[src/design/ncfs_pkg.sv]
`default_nettype none

package ncfs_pkg;

    // register selects for write items
    typedef enum logic [2:0] {
        SEL_CONTROL = 3'd0,
        SEL_PERIOD  = 3'd1,
        SEL_LENGTH  = 3'd2,
        SEL_ENABLE  = 3'd3,
        SEL_FRAME   = 3'd4
    } reg_sel_t;

    // item kinds
    localparam logic MODE_WRITE = 1'b0;
    localparam logic MODE_TICK  = 1'b1;

    // frame sequencer step points
    localparam logic [14:0] FRAME_STEP1 = 15'd3729;
    localparam logic [14:0] FRAME_STEP2 = 15'd7457;
    localparam logic [14:0] FRAME_STEP3 = 15'd11186;
    localparam logic [14:0] FRAME_STEP4 = 15'd14915;
    localparam logic [14:0] FRAME_STEP5 = 15'd18641;

    localparam logic [3:0] DECAY_FULL = 4'd15;

    function automatic logic [11:0] period_lookup(input logic [3:0] idx);
        logic [11:0] val;
        case (idx)
            4'd0:    val = 12'd4;
            4'd1:    val = 12'd8;
            4'd2:    val = 12'd16;
            4'd3:    val = 12'd32;
            4'd4:    val = 12'd64;
            4'd5:    val = 12'd96;
            4'd6:    val = 12'd128;
            4'd7:    val = 12'd160;
            4'd8:    val = 12'd202;
            4'd9:    val = 12'd254;
            4'd10:   val = 12'd380;
            4'd11:   val = 12'd508;
            4'd12:   val = 12'd762;
            4'd13:   val = 12'd1016;
            4'd14:   val = 12'd2034;
            default: val = 12'd4068;
        endcase
        return val;
    endfunction

    function automatic logic [7:0] length_lookup(input logic [4:0] idx);
        logic [7:0] val;
        case (idx)
            5'd0:    val = 8'd10;
            5'd1:    val = 8'd254;
            5'd2:    val = 8'd20;
            5'd3:    val = 8'd2;
            5'd4:    val = 8'd40;
            5'd5:    val = 8'd4;
            5'd6:    val = 8'd80;
            5'd7:    val = 8'd6;
            5'd8:    val = 8'd160;
            5'd9:    val = 8'd8;
            5'd10:   val = 8'd60;
            5'd11:   val = 8'd10;
            5'd12:   val = 8'd14;
            5'd13:   val = 8'd12;
            5'd14:   val = 8'd26;
            5'd15:   val = 8'd14;
            5'd16:   val = 8'd12;
            5'd17:   val = 8'd16;
            5'd18:   val = 8'd24;
            5'd19:   val = 8'd18;
            5'd20:   val = 8'd48;
            5'd21:   val = 8'd20;
            5'd22:   val = 8'd96;
            5'd23:   val = 8'd22;
            5'd24:   val = 8'd192;
            5'd25:   val = 8'd24;
            5'd26:   val = 8'd72;
            5'd27:   val = 8'd26;
            5'd28:   val = 8'd16;
            5'd29:   val = 8'd28;
            5'd30:   val = 8'd32;
            default: val = 8'd30;
        endcase
        return val;
    endfunction

endpackage

`default_nettype wire

[src/design/noise_channel_with_frame_sequencer.sv]
`default_nettype none

// path: an accepted item passes the input register, then the result register, to its result
// throughput: one item per cycle while results are taken (the state update between the two
// registers is combinational); results may stall, the input register then holding one item
// reset: rst_n, asynchronous, active low; all voice and sequencer state returns to its
// power-up values (lfsr to one, everything else to zero), both channels empty
module noise_channel_with_frame_sequencer
    import ncfs_pkg::*;
(
    input  wire logic       clk,
    input  wire logic       rst_n,
    input  wire logic       in_valid,
    output      logic       in_ready,
    input  wire logic       mode,
    input  wire logic [2:0] reg_select,
    input  wire logic [7:0] write_data,
    output      logic       out_valid,
    input  wire logic       out_ready,
    output      logic [3:0] level,
    output      logic       length_active
);

    // input register
    logic       item_valid_reg;
    logic       item_mode_reg;
    logic [2:0] item_sel_reg;
    logic [7:0] item_data_reg;

    // voice state
    logic [7:0]  control_reg,   control_next;
    logic [11:0] reload_reg,    reload_next;
    logic [11:0] period_reg,    period_next;
    logic [7:0]  length_reg,    length_next;
    logic        restart_reg,   restart_next;
    logic [3:0]  divider_reg,   divider_next;
    logic [3:0]  decay_reg,     decay_next;
    logic [14:0] shift_reg,     shift_next;
    logic        enabled_reg,   enabled_next;
    logic        five_step_reg, five_step_next;
    logic [14:0] frame_reg,     frame_next;

    // result register
    logic       out_valid_reg;
    logic [3:0] level_reg,  level_next;
    logic       active_reg, active_next;

    logic        advance;
    logic        quarter;
    logic        half;
    logic [14:0] frame_inc;
    logic        feedback;

    // the stored item moves on when the result register is free or being emptied
    assign advance  = item_valid_reg && (!out_valid_reg || out_ready);
    assign in_ready = !item_valid_reg || advance;

    assign out_valid     = out_valid_reg;
    assign level         = level_reg;
    assign length_active = active_reg;

    assign frame_inc = frame_reg + 15'd1;
    // short mode taps bit 6, long mode bit 1
    assign feedback  = shift_reg[0] ^ (control_reg[7] ? shift_reg[6] : shift_reg[1]);

    // frame sequencer strobes for this item
    always_comb
    begin
        quarter    = 1'b0;
        half       = 1'b0;
        frame_next = frame_reg;
        if (item_mode_reg == MODE_TICK)
        begin
            frame_next = frame_inc;
            if (frame_inc == FRAME_STEP1 || frame_inc == FRAME_STEP3)
            begin
                quarter = 1'b1;
            end
            else if (frame_inc == FRAME_STEP2)
            begin
                quarter = 1'b1;
                half    = 1'b1;
            end
            else if (frame_inc == FRAME_STEP4)
            begin
                if (!five_step_reg)
                begin
                    quarter    = 1'b1;
                    half       = 1'b1;
                    frame_next = '0;
                end
            end
            else if (frame_inc == FRAME_STEP5 && five_step_reg)
            begin
                quarter    = 1'b1;
                half       = 1'b1;
                frame_next = '0;
            end
        end
        else if (reg_sel_t'(item_sel_reg) == SEL_FRAME)
        begin
            // five-step mode clocks both at once on the write
            frame_next = '0;
            quarter    = item_data_reg[7];
            half       = item_data_reg[7];
        end
    end

    // state update
    always_comb
    begin
        control_next   = control_reg;
        reload_next    = reload_reg;
        period_next    = period_reg;
        length_next    = length_reg;
        restart_next   = restart_reg;
        divider_next   = divider_reg;
        decay_next     = decay_reg;
        shift_next     = shift_reg;
        enabled_next   = enabled_reg;
        five_step_next = five_step_reg;

        // envelope
        if (quarter)
        begin
            if (restart_reg)
            begin
                restart_next = 1'b0;
                decay_next   = DECAY_FULL;
                divider_next = control_reg[3:0];
            end
            else if (divider_reg == 4'd0)
            begin
                divider_next = control_reg[3:0];
                if (decay_reg != 4'd0)
                    decay_next = decay_reg - 4'd1;
                else if (control_reg[5])
                    decay_next = DECAY_FULL;
            end
            else
            begin
                divider_next = divider_reg - 4'd1;
            end
        end

        // length counter, held while halt is set
        if (half && !control_reg[5] && length_reg != 8'd0)
            length_next = length_reg - 8'd1;

        if (item_mode_reg == MODE_TICK)
        begin
            // period divider and lfsr
            if (period_reg == 12'd0)
            begin
                period_next = reload_reg;
                shift_next  = {feedback, shift_reg[14:1]};
            end
            else
            begin
                period_next = period_reg - 12'd1;
            end
        end
        else
        begin
            case (reg_sel_t'(item_sel_reg))
                SEL_CONTROL:
                begin
                    // bit 7 is the short-mode flag, kept
                    control_next = {control_reg[7], item_data_reg[6:0]};
                    restart_next = 1'b1;
                end
                SEL_PERIOD:
                begin
                    reload_next  = period_lookup(item_data_reg[3:0]);
                    control_next = {item_data_reg[7], control_reg[6:0]};
                end
                SEL_LENGTH:
                begin
                    if (enabled_reg)
                        length_next = length_lookup(item_data_reg[7:3]);
                    restart_next = 1'b1;
                end
                SEL_ENABLE:
                begin
                    enabled_next = item_data_reg[3];
                    if (!item_data_reg[3])
                        length_next = '0;
                end
                SEL_FRAME:
                begin
                    five_step_next = item_data_reg[7];
                end
                default:
                begin
                end
            endcase
        end
    end

    // result from the updated state
    always_comb
    begin
        active_next = enabled_next && (length_next != 8'd0);
        level_next  = '0;
        if (active_next && !shift_next[0])
            level_next = control_next[4] ? control_next[3:0] : decay_next;
    end

    always_ff @(posedge clk or negedge rst_n)
    begin
        if (!rst_n)
        begin
            item_valid_reg <= 1'b0;
            out_valid_reg  <= 1'b0;
            control_reg    <= '0;
            reload_reg     <= '0;
            period_reg     <= '0;
            length_reg     <= '0;
            restart_reg    <= 1'b0;
            divider_reg    <= '0;
            decay_reg      <= '0;
            shift_reg      <= 15'd1;
            enabled_reg    <= 1'b0;
            five_step_reg  <= 1'b0;
            frame_reg      <= '0;
        end
        else
        begin
            if (in_ready)
                item_valid_reg <= in_valid;
            if (advance)
                out_valid_reg <= 1'b1;
            else if (out_ready)
                out_valid_reg <= 1'b0;
            if (advance)
            begin
                control_reg   <= control_next;
                reload_reg    <= reload_next;
                period_reg    <= period_next;
                length_reg    <= length_next;
                restart_reg   <= restart_next;
                divider_reg   <= divider_next;
                decay_reg     <= decay_next;
                shift_reg     <= shift_next;
                enabled_reg   <= enabled_next;
                five_step_reg <= five_step_next;
                frame_reg     <= frame_next;
            end
        end
    end

    // payload registers
    always_ff @(posedge clk)
    begin
        if (in_ready && in_valid)
        begin
            item_mode_reg <= mode;
            item_sel_reg  <= reg_select;
            item_data_reg <= write_data;
        end
        if (advance)
        begin
            level_reg  <= level_next;
            active_reg <= active_next;
        end
    end

endmodule

`default_nettype wire

[config.mk]
export PLATFORM = sky130hd
export DESIGN_NAME = noise_channel_with_frame_sequencer
export DESIGN_NICKNAME = d
export VERILOG_FILES = /design/src/design/ncfs_pkg.sv /design/src/design/noise_channel_with_frame_sequencer.sv
export SDC_FILE = /design/constraint.sdc
export NUM_CORES = 1
export LEC_CHECK = 0
export ABC_AREA = 1
export BUFFER_PORTS_ARGS = -buffer_cell sky130_fd_sc_hd__buf_2
export CAP_MARGIN = 20
export CORE_AREA = 5 5 162 164
export DETAILED_ROUTE_END_ITERATION = 8
export DIE_AREA = 0 0 167 169
export PLACE_DENSITY = 0.44
export SLEW_MARGIN = 0
export SYNTH_ARGS = -nofsm -noshare
export SYNTH_HDL_FRONTEND = slang
export SYNTH_SLANG_ARGS = --single-unit
[constraint.sdc]
create_clock -name clk -period 2.6 [get_ports clk]
set_clock_uncertainty 0.1 [all_clocks]
set_input_delay 0.13 -clock clk [delete_from_list [all_inputs] [get_ports clk]]
set_output_delay 0.13 -clock clk [all_outputs]
set_load 0.05 [all_outputs]
==> results of run 1 <==
worst register-to-register path, delay by kind of cell, from the launching register on:
family / cells / cell delay (ns)
compound gates: 2 / 0.23
simple gates: 13 / 1.25
buf+inv: 3 / 0.46
fa+ha+maj: 1 / 0.18
flops: 1 / 0.42
per-stage QoR:
stage	hold slack [ns]	utilization, %	power (W)
6_report	0.111	31.9	0.00707
5_1_grt	0.162	31.9	0.00771
2_1_floorplan	-0.266	-	0.00434
3_3_place_gp	0.0656	29.2	0.00560
4_1_cts	0.0912	31.4	0.00705
3_5_place_dp	0.0650	29.2	0.00556
cells by family (layout without fill, tap and decap cells):
kind of cell / count (synthesis) / in the layout / share of synthesized area, %
XOR/XNOR: 14 / 14 / 2.15
AND/OR/NAND/NOR: 352 / 353 / 25.8
AO/OA/AOI/OAI: 146 / 146 / 13.9
flip-flops: 105 / 105 / 44.2
multiplexers: 14 / 14 / 2.60
buffers and inverters: 127 / 268 / 8.05
adder cells (fa/ha/maj): 16 / 16 / 3.30
cell usage after synthesis, types with 2 or more instances:
master    number
nand4_1       22
nand2_1      165
o21ai_1        7
clkinv_1       5
inv_1        106
o32ai_1        6
nand2_2        9
nor3_1        12
nor2_1        79
o221ai_1       6
edfxtp_1      17
nor2_2         4
o211ai_1       8
nor2_4         5
dfxtp_1        7
a21oi_1       23
nand3_1       46
nand3_2        2
ha_1          16
xor2_1         9
xnor2_1        4
nor4_1         4
buf_2          3
mux2_2        14
a31oi_1        8
clkbuf_1      10
o21ai_0       71
o22ai_1       10
dfrtp_1       80
power groups by stage:
stage | sequential, W | combinational, W | clock [W]
after global placement | 0.00259 | 0.00301 | 0
after global routing | 0.00264 | 0.00363 | 0.00144
after detailed placement | 0.00258 | 0.00299 | 0
after floorplan | 0.00254 | 0.00180 | 0
final | 0.00257 | 0.00318 | 0.00132
after CTS | 0.00256 | 0.00312 | 0.00137
routing by layer:
layer / part of all wire, % / GRT usage [%] / wire, um / vias up
li1: - / - / - / 2855
met1: 49 / 16.1 / 8000 / 2550
met2: 47 / 19.5 / 7700 / 64
met3: 2.3 / 1.26 / 369 / 16
met4: 1.6 / 4.27 / 261 / 0
met5: 0 / 0 / 0 / -
final timing paths:
| path | start | end | slack [ns] | cells after the start |
|---|---|---|---|---|
| max reg2reg | frame_reg[0]$_DFFE_PN0P_ | level[0]$_SDFFCE_PN0P_ | -0.27 | 19 |
| min reg2reg | shift_reg[14]$_DFFE_PN0P_ | shift_reg[14]$_DFFE_PN0P_ | 0.39 | 2 |
| max in group asynchronous | rst_n | length_reg[1]$_DFFE_PN0P_ | 1.45 | 3 |
| max | frame_reg[0]$_DFFE_PN0P_ | level[0]$_SDFFCE_PN0P_ | -0.27 | 19 |
| min | in_valid | item_valid_reg$_DFFE_PN0N_ | 0.11 | 3 |
| min in group asynchronous | rst_n | control_reg[1]$_DFFE_PN0P_ | 0.21 | 2 |
cell usage in the layout (no fill, tap or decap), types with 15 or more instances in the layout:
cell type  Yosys  routed
a21oi_1       23      23
buf_2          3      21
buf_4          0     102
dfrtp_1       80      77
edfxtp_1      17      17
ha_1          16      15
inv_1        106     104
nand2_1      165     157
nand3_1       46      42
nand4_1       22      22
nor2_1        79      72
o21ai_0       71      66
cell type report:
class / count / area (um2)
inverter: 112 / 420
fill: 2617 / 16900
multi-input combinational: 543 / 3040
tap: 330 / 413
clock inverter: 5 / 28.8
timing repair buffer: 140 / 1050
clock buffer: 11 / 253
sequential: 105 / 2680
repair_timing:
| action | in CTS | in global routing |
|---|---|---|
| pin swaps | 17 | 35 |
| gates resized for setup | 15 | 29 |
| hold endpoints to repair | 51 | 0 |
| endpoints found under the setup margin | 15 | 24 |
| hold buffers | 14 | 0 |
| cloned | 1 | 0 |
| buffers inserted | 9 | 6 |
==> out/summary.txt, run 1 <==
status - finished with violations
failing checks - setup timing
WL final - 16300 um
die width - 167 um
Flop pwr share - 36.3%
largest area contributor in the netlist - dfrtp_1
placed insts - 1202
worst min path class - input pin to flip-flop
Async S/R FF share, synth - 77.1%
Comb pwr share - 45.0%
port bufs - 22
CTS tree - built
number of placement rows - 58
Post-synth top flop - dfrtp_1
H-tree depth - 3
TritonCTS buffer count - 9
Post-route DRC - 0
final setup TNS - -2.08 ns
Highest Clock Rate - 0.349 GHz
Area growth syn-to-layout - 30.2%
Int Pwr - 0.00426 W
diodes inserted - 0
WS Path Type - flip-flop to flip-flop
clock buffer depth - 2
Synth Register Bits - 105
Cell variety after synth - 45
largest net degree at the start of global routing - 42
maximum VDD drop - 0.359 mV
PnR worst setup slack - -0.269 ns
Crit Path Max Fanout - 4
WP buf/inv - 3
Slew HR - 61.8%
switching share of power - 39.7%
max incr delay on CP - 0.42 ns
Crit-path slowest cell - dfrtp_2
share of cells above drive strength 1 - 23.1%
Final GP Congestion - 0.852
Clock Sinks - 105
vias in the first global route - 5502
final std cells w/o fill - 1246
Final Critical Period - 2.87 ns
placed inst area - 7230 um2
EDFF count, synth - 17
CP endpoint kind - flip-flop
final hold vios - 0
vias per inst - 4.40
Syn Nets - 806
nets - 943
synthesized area - 6060 um2
post-synthesis sequential area ratio - 44.2%
Critical Path AT - 2.88 ns
top post-synthesis cells by area - dfrtp_1 (33%), nand2_1 (10%), edfxtp_1 (8.4%), inv_1 (6.6%), o21ai_0 (5.9%)
die area - 28200 um2
design area - 7890 um2
initial core utilization - 24.5%
worst slew pin tran - 0.573 ns
Worst path most repeated cell - nand2_1
via count - 5485
WP data required - 2.61 ns
Lkg Pwr - 3.65 nW
Worst path top cell family by delay - simple AND/OR/NAND/NOR gates
Place WS - -0.416 ns
critical path, cell by cell - ha_4, nand3_2, nor2_4, nand2_1, nand2_1, nor2_1, nand2_1, nor2_1, nand2_1, nand2_2, nand2_4, buf_6, nand4_1, buf_4, buf_4, nand3_1, a21oi_1, a21oi_1, nor2_1
overall die height - 169 um
max cap viols - 0
Final period util - 110%
Power Density - 896 nW/um2
DP HPWL - 12200 um
first-pass GRT wire length - 27400 um
grt ovf - 0
gr usage total - 11.8%
Antenna Nets Post-Route - 0
Pre-Repair DR Iteration Count - 5
Synth Area per Inst - 7.83 um2
Finish-stage setup viols - 14
Synth top area share - 33.0%
area of the core - 24700 um2
DR iter-0 viols - 335
I/O pin count - 23
unrepaired setup endpoints after global routing - yes
Sw Pwr - 0.00281 W
post-DR wirelength/cell - 13.1 um
register clock-pin slew on the reported worst setup and hold paths - 0.07 ns
initial antenna violation count - 0
cell count after synthesis - 774
CTS root buffer - clkbuf_16
Max Slew Vio Count - 0
critical path startpoint category - flip-flop
clock network fraction of total power - 18.7%
Clk Latency, worst-skew pair - 0.35 ns
Synth Warn # - 0
No activity file was read; power rests on OpenSTA's default activity.
==> run 2, diff against run 1 <==
- ABC_AREA: 1 -> not set
- CORE_AREA: 5 5 162 164 -> 5 5 161 163
- DIE_AREA: 0 0 167 169 -> 0 0 166 168
==> run 2 against run 1 <==
The run still ends with setup timing left. Combinational power is 40% lower. Total power shrank 21%. Die area down 1.2%. Cell count fell by 9.9%. Utilization rose by 1.5 points. Worst hold slack improved by 0.052 ns. Sequential power shrank 11%. Critical path type unchanged. Critical endpoint unchanged. Highest routed layer unchanged.
==> out/summary.txt, run 2 <==
Worst path top cell family by delay - simple AND/OR/NAND/NOR gates
Adder-Cell Fraction of Synth Area - 3.50%
number of placement rows - 57
diodes inserted - 0
initial core utilization - 24.8%
final hold vios - 0
Worst R2R End - level[0]$_SDFFCE_PN0P_
synthesized area - 6010 um2
critical path, cell by cell - ha_2, nand4_1, buf_4, o31a_1, nor2_2, or4_4, o22ai_2, a21o_4, buf_4, buf_4, and4_4, a311oi_2, nand3_2, nor4_4, buf_6, nor4_4
Synth Register Bits - 105
CP endpoint kind - flip-flop
largest family of logic cells by synthesized area - simple AND/OR/NAND/NOR gates
R2R cell count - 16
worst min path class - input pin to async pin
TritonCTS buffer count - 9
H-tree depth - 3
overall die height - 168 um
Lkg Pwr - 3.45 nW
DP HPWL - 11800 um
Crit Path Max Fanout - 5
DR iter-0 viols - 281
hold slack - 0.163 ns
final std cells w/o fill - 1123
WP buf/inv - 4
gr usage total - 11.8%
via count - 5260
Slew HR - 62.5%
top-count cell post-synth - nand2_1
Post-synth top flop - dfrtp_1
cell count after synthesis - 660
top post-synthesis cells by area - dfrtp_1 (33%), edfxtp_1 (8.5%), nand2_1 (6.1%), o21ai_0 (5.6%), mux2_2 (5.4%)
Clock Sinks - 105
register clock-pin slew on the reported worst setup and hold paths - 0.07 ns
placed insts - 1075
Post-route DRC - 0
area of the core - 24200 um2
Antenna Nets Post-Route - 0
Synth top area share - 33.3%
compound-cell area share of the yosys netlist - 17.1%
Synth Area per Inst - 9.10 um2
CTS tree - built
WP data required - 2.59 ns
max cap viols - 0
I/O pin count - 23
vias per inst - 4.68
WL final - 16400 um
maximum VDD drop - 0.379 mV
Place WS - -1.19 ns
post-DR wirelength/cell - 14.6 um
failing checks - setup timing
port bufs - 22
Critical Path AT - 3.63 ns
Post-Synth XOR/XNOR Area - 1.75%
unrepaired setup endpoints after global routing - yes
grt ovf - 0
initial antenna violation count - 0
status - finished with violations
Highest Clock Rate - 0.275 GHz
commonest non-fill, non-tap cells in the layout - buf_4 (112), nand2_1 (91), dfrtp_1 (78), o21ai_0 (53), nor2_1 (52)
Filler cells - 2489
die width - 166 um
CP Launch Point - frame_reg[1]$_DFFE_PN0P_
WS Path Type - flip-flop to flip-flop
Worst path most repeated cell - buf_4
PnR worst setup slack - -1.04 ns
Final period util - 140%
top post-synthesis cells by count - nand2_1 (97), dfrtp_1 (80), o21ai_0 (67)
simple-gate share of the synthesized area - 21.0%
Critical R2R Launch - frame_reg[1]$_DFFE_PN0P_
Synth Warn # - 0
worst slew pin tran - 0.547 ns
Pre-Repair DR Iteration Count - 5
Syn Nets - 692
Area growth syn-to-layout - 34.2%
Cell variety after synth - 71
Async S/R FF share, synth - 77.1%
Final GP Congestion - 0.833
nets - 826
Crit-path slowest cell - dfrtp_1
Final Critical Period - 3.64 ns
Clk Latency, worst-skew pair - 0.35 ns
critical path startpoint category - flip-flop
max incr delay on CP - 0.37 ns
reg2reg setup slack - -1.04 ns
share of cells above drive strength 1 - 30.4%
vias in the first global route - 5271
EDFF count, synth - 17
proportion of synthesized area in mux cells - 7.44%
Finish-stage setup viols - 31
CTS root buffer - clkbuf_16
die area - 27900 um2
post-synthesis sequential area ratio - 44.6%
first-pass GRT wire length - 27100 um
largest net degree at the start of global routing - 32
most common cell after layout, fill and taps aside - buf_4
largest area contributor in the netlist - dfrtp_1
clock buffer depth - 2
Max Slew Vio Count - 0
Power Density - 696 nW/um2
## run 2: changes by cell type after synthesis, moves of 12 or more
cell      delta
inv_1       -76
nand2_1     -68
nor2_1      -24
nand3_1     -20
mux2_2      +15
clkbuf_1    +12
mux2i_1     +12
nand4_1     -12
## run 2: where the power goes
group | internal (W) | total [W] | leakage, nW | switching [W]
Sequential | 0.00199 | 0.00228 | 1.26 | 0.000292
Clock | 0.000756 | 0.00141 | 0.145 | 0.000656
Combinational | 0.000895 | 0.00192 | 2.05 | 0.00103
## run 2: final cells by class
type	count	area, um2	share of cell area, %
Sequential cell	105	2680	33.3
Clock inverter	6	67.6	0.838
Inverter	31	116	1.44
Timing Repair Buffer	158	1220	15.1
Multi-Input combinational cell	489	3340	41.5
Clock buffer	10	229	2.84
Tap cell	324	405	5.03
## run 2: repair_timing
action	in CTS	in global routing
hold buffers	15	0
gates cloned	0	1
setup endpoints to repair	32	32
hold endpoints to repair	68	0
gates resized for setup	22	49
pin swaps	7	26
buffers inserted	12	7
## run 2: layer usage
layer | part of all wire (%) | routed length (um) | GRT usage [%] | up-vias
met3 | 2.1 | 350 | 2.11 | 10
met4 | 1.0 | 169 | 3.44 | 0
met1 | 49 | 8070 | 16.0 | 2540
met5 | 0 | 0 | 0 | -
met2 | 48 | 7790 | 19.4 | 70
li1 | - | - | - | 2640
## run 2: worst max path at each step
stage                     slack (ns)  depth (start not counted)                      to
final                          -1.04                         16  level[0]$_SDFFCE_PN0P_
after global routing           -1.20                         16  level[0]$_SDFFCE_PN0P_
after CTS                      -1.04                         14  level[0]$_SDFFCE_PN0P_
after detailed placement       -1.19                         14  level[0]$_SDFFCE_PN0P_
after global placement         -1.12                         16  level[0]$_SDFFCE_PN0P_
after floorplan                -0.98                         14  level[0]$_SDFFCE_PN0P_
## run 2: stage by stage
stage | util, % | cell area [um2] | setup TNS (ns) | total power (W)
floorplan | - | 6080 | -12.11 | 0.00343
global placement | 29.9 | 7230 | -19.14 | 0.00406
detailed placement | 29.9 | 7230 | -19.61 | 0.00405
CTS | 32.4 | 7840 | -16.63 | 0.00560
global route | 33.3 | 8060 | -20.53 | 0.00604
finish | 33.3 | 8060 | -15.79 | 0.00561
## run 2: cells by family after synthesis
family | Yosys count
and+or+nand+nor | 256
AOI/OAI and AO/OA | 162
DFF | 105
buffers and inverters | 67
muxes | 41
adders and majority gates | 17
xor gates and xnor gates | 12
## run 2: worst reg2reg max path, cell delays in order (launching register included)
cell      delay [ns]
dfrtp_1         0.37
ha_2            0.19
nand4_1         0.24
buf_4           0.25
o31a_1          0.28
nor2_2          0.12
or4_4           0.18
o22ai_2         0.09
a21o_4          0.23
buf_4           0.15
buf_4           0.14
and4_4          0.15
a311oi_2        0.25
nand3_2         0.13
nor4_4          0.31
buf_6           0.17
nor4_4          0.04
==> run 3, diff against run 2 <==
- CELL_PAD_IN_SITES_DETAIL_PLACEMENT: not set -> 1
- CELL_PAD_IN_SITES_GLOBAL_PLACEMENT: not set -> 2
- PLACE_DENSITY: 0.44 -> 0.6
==> run 3 against run 2 <==
The run still ends with setup timing left. Cell area up 0.95%. Die area stayed put. Total power rose by 0.99%. Sequential power hardly changed. Register-to-register slack worse by 0.03 ns. Non-clock buffer count is 9 higher. Clock-buffer cell count did not move. Worst setup slack lost 0.034 ns. Worst hold slack improved by 0.034 ns. Critical endpoint unchanged. Fmax decreased by 0.93%.
==> out/summary.txt, run 3 (synthesis gave the netlist of run 2 again) <==
status - finished with violations
failing checks - setup timing
max incr delay on CP - 0.57 ns
commonest non-fill, non-tap cells in the layout - buf_4 (117), nand2_1 (93), dfrtp_1 (79), o21ai_0 (54), nor2_1 (53)
Finish-stage setup viols - 32
DR iter-0 viols - 182
placed inst area - 7310 um2
final hold vios - 0
nets - 834
number of placement rows - 57
reg2reg setup slack - -1.07 ns
WP depth - 15
Crit-path slowest cell - or4_4
CTS root buffer - clkbuf_16
Filler cells - 2753
Clk Latency, worst-skew pair - 0.36 ns
die width - 166 um
design area - 8140 um2
Slew HR - 58.9%
via count - 5458
first-pass GRT wire length - 31500 um
gr usage total - 13.7%
Lkg Pwr - 3.49 nW
Place WS - -1.31 ns
unrepaired setup endpoints after global routing - yes
port bufs - 22
Final period util - 141%
CP Launch Point - frame_reg[0]$_DFFE_PN0P_
worst min path class - input pin to async pin
largest net degree at the start of global routing - 36
vias in the first global route - 5959
Tot Pwr - 0.00567 W
area of the core - 24200 um2
R2R cell count - 15
register clock-pin slew on the reported worst setup and hold paths - 0.08 ns
WS Path Type - flip-flop to flip-flop
I/O pin count - 23
clock buffer depth - 2
Area growth syn-to-layout - 35.5%
diodes inserted - 0
share of cells above drive strength 1 - 31.2%
post-DR wirelength/cell - 16.9 um
die area - 27900 um2
Critical Path AT - 3.68 ns
Antenna Nets Post-Route - 0
Clock Sinks - 105
max cap viols - 0
Worst path top cell family by delay - simple AND/OR/NAND/NOR gates
Worst path most repeated cell - buf_4
Worst R2R End - level[0]$_SDFFCE_PN0P_
maximum VDD drop - 0.297 mV
WL final - 19100 um
Sequential Area - 2680 um2
critical path, cell by cell - buf_6, nand4_4, or4_4, xor2_1, or3b_1, a211oi_2, a21o_4, nand4_4, buf_4, buf_4, mux2_4, nand4_1, nor4_4, buf_4, nor4_2
Power Density - 696 nW/um2
Highest Clock Rate - 0.272 GHz
Critical R2R Launch - frame_reg[0]$_DFFE_PN0P_
worst slew pin tran - 0.614 ns
CP endpoint kind - flip-flop
H-tree depth - 3
critical path startpoint category - flip-flop
Final GP Congestion - 0.905
grt ovf - 0
initial core utilization - 24.8%
overall die height - 168 um
TritonCTS buffer count - 9
WP data required - 2.60 ns
Final Critical Period - 3.67 ns
crit path to - level[0]$_SDFFCE_PN0P_
initial antenna violation count - 0
PnR worst setup slack - -1.07 ns
Max Slew Vio Count - 0
most common cell after layout, fill and taps aside - buf_4
vias per inst - 4.83
multi-input logic area - 3350 um2
Post-route DRC - 0
DP HPWL - 14200 um
Crit Path Max Fanout - 5
CTS tree - built
Pre-Repair DR Iteration Count - 4
WP buf/inv - 4
run 3: where the power goes:
part	switching, W	internal (W)
sequential	0.000316	0.00199
clock	0.000667	0.000655
combinational	0.00112	0.000925
run 3: worst min path at each step:
stage	from	endpoint	slack [ns]	cells after the start
global route	rst_n	frame_reg[4]$_DFFE_PN0P_	0.25	2
CTS	rst_n	frame_reg[3]$_DFFE_PN0P_	0.22	2
global placement	rst_n	frame_reg[4]$_DFFE_PN0P_	0.04	1
detailed placement	rst_n	frame_reg[4]$_DFFE_PN0P_	0.05	1
finish	rst_n	frame_reg[3]$_DFFE_PN0P_	0.20	2
floorplan	rst_n	control_reg[0]$_DFFE_PN0P_	-0.27	0
run 3: stage by stage:
step,util [%],TNS (ns),hold WS (ns),cells
after CTS,33.1,-17.17,0.220,1124
after detailed placement,30.2,-25.40,0.0535,1085
after global placement,30.2,-22.32,0.0418,1085
final,33.7,-17.20,0.197,1131
after floorplan,-,-12.11,-0.266,660
after global routing,33.7,-20.42,0.249,1131
run 3: repair_timing:
item / in CTS / in global routing
setup endpoints to repair: 32 / 32
gates resized for setup: 52 / 18
hold endpoints to repair: 47 / 0
pin swaps: 24 / 11
buffers inserted: 8 / 10
hold buffers: 15 / 0
run 3: worst reg2reg max path, stage by stage, from the launching register on:
cell,delay [ns]
dfrtp_1,0.40
buf_6,0.13
nand4_4,0.08
or4_4,0.57
xor2_1,0.18
or3b_1,0.37
a211oi_2,0.27
a21o_4,0.22
nand4_4,0.09
buf_4,0.15
buf_4,0.12
mux2_4,0.22
nand4_1,0.14
nor4_4,0.17
buf_4,0.18
nor4_2,0.04
run 3: cell type report:
type	instances	share of cell area, %
Multi-Input combinational cell	488	41.1
Clock inverter	6	0.523
Tap cell	324	4.98
Sequential cell	105	32.9
Timing Repair Buffer	167	16.2
Inverter	31	1.43
Clock buffer	10	2.81
run 3: layer usage:
layer	global-route usage, %	routed length, um
met3	1.74	408
met4	4.88	400
met1	17.7	8950
met2	23.7	9390
met5	0	0
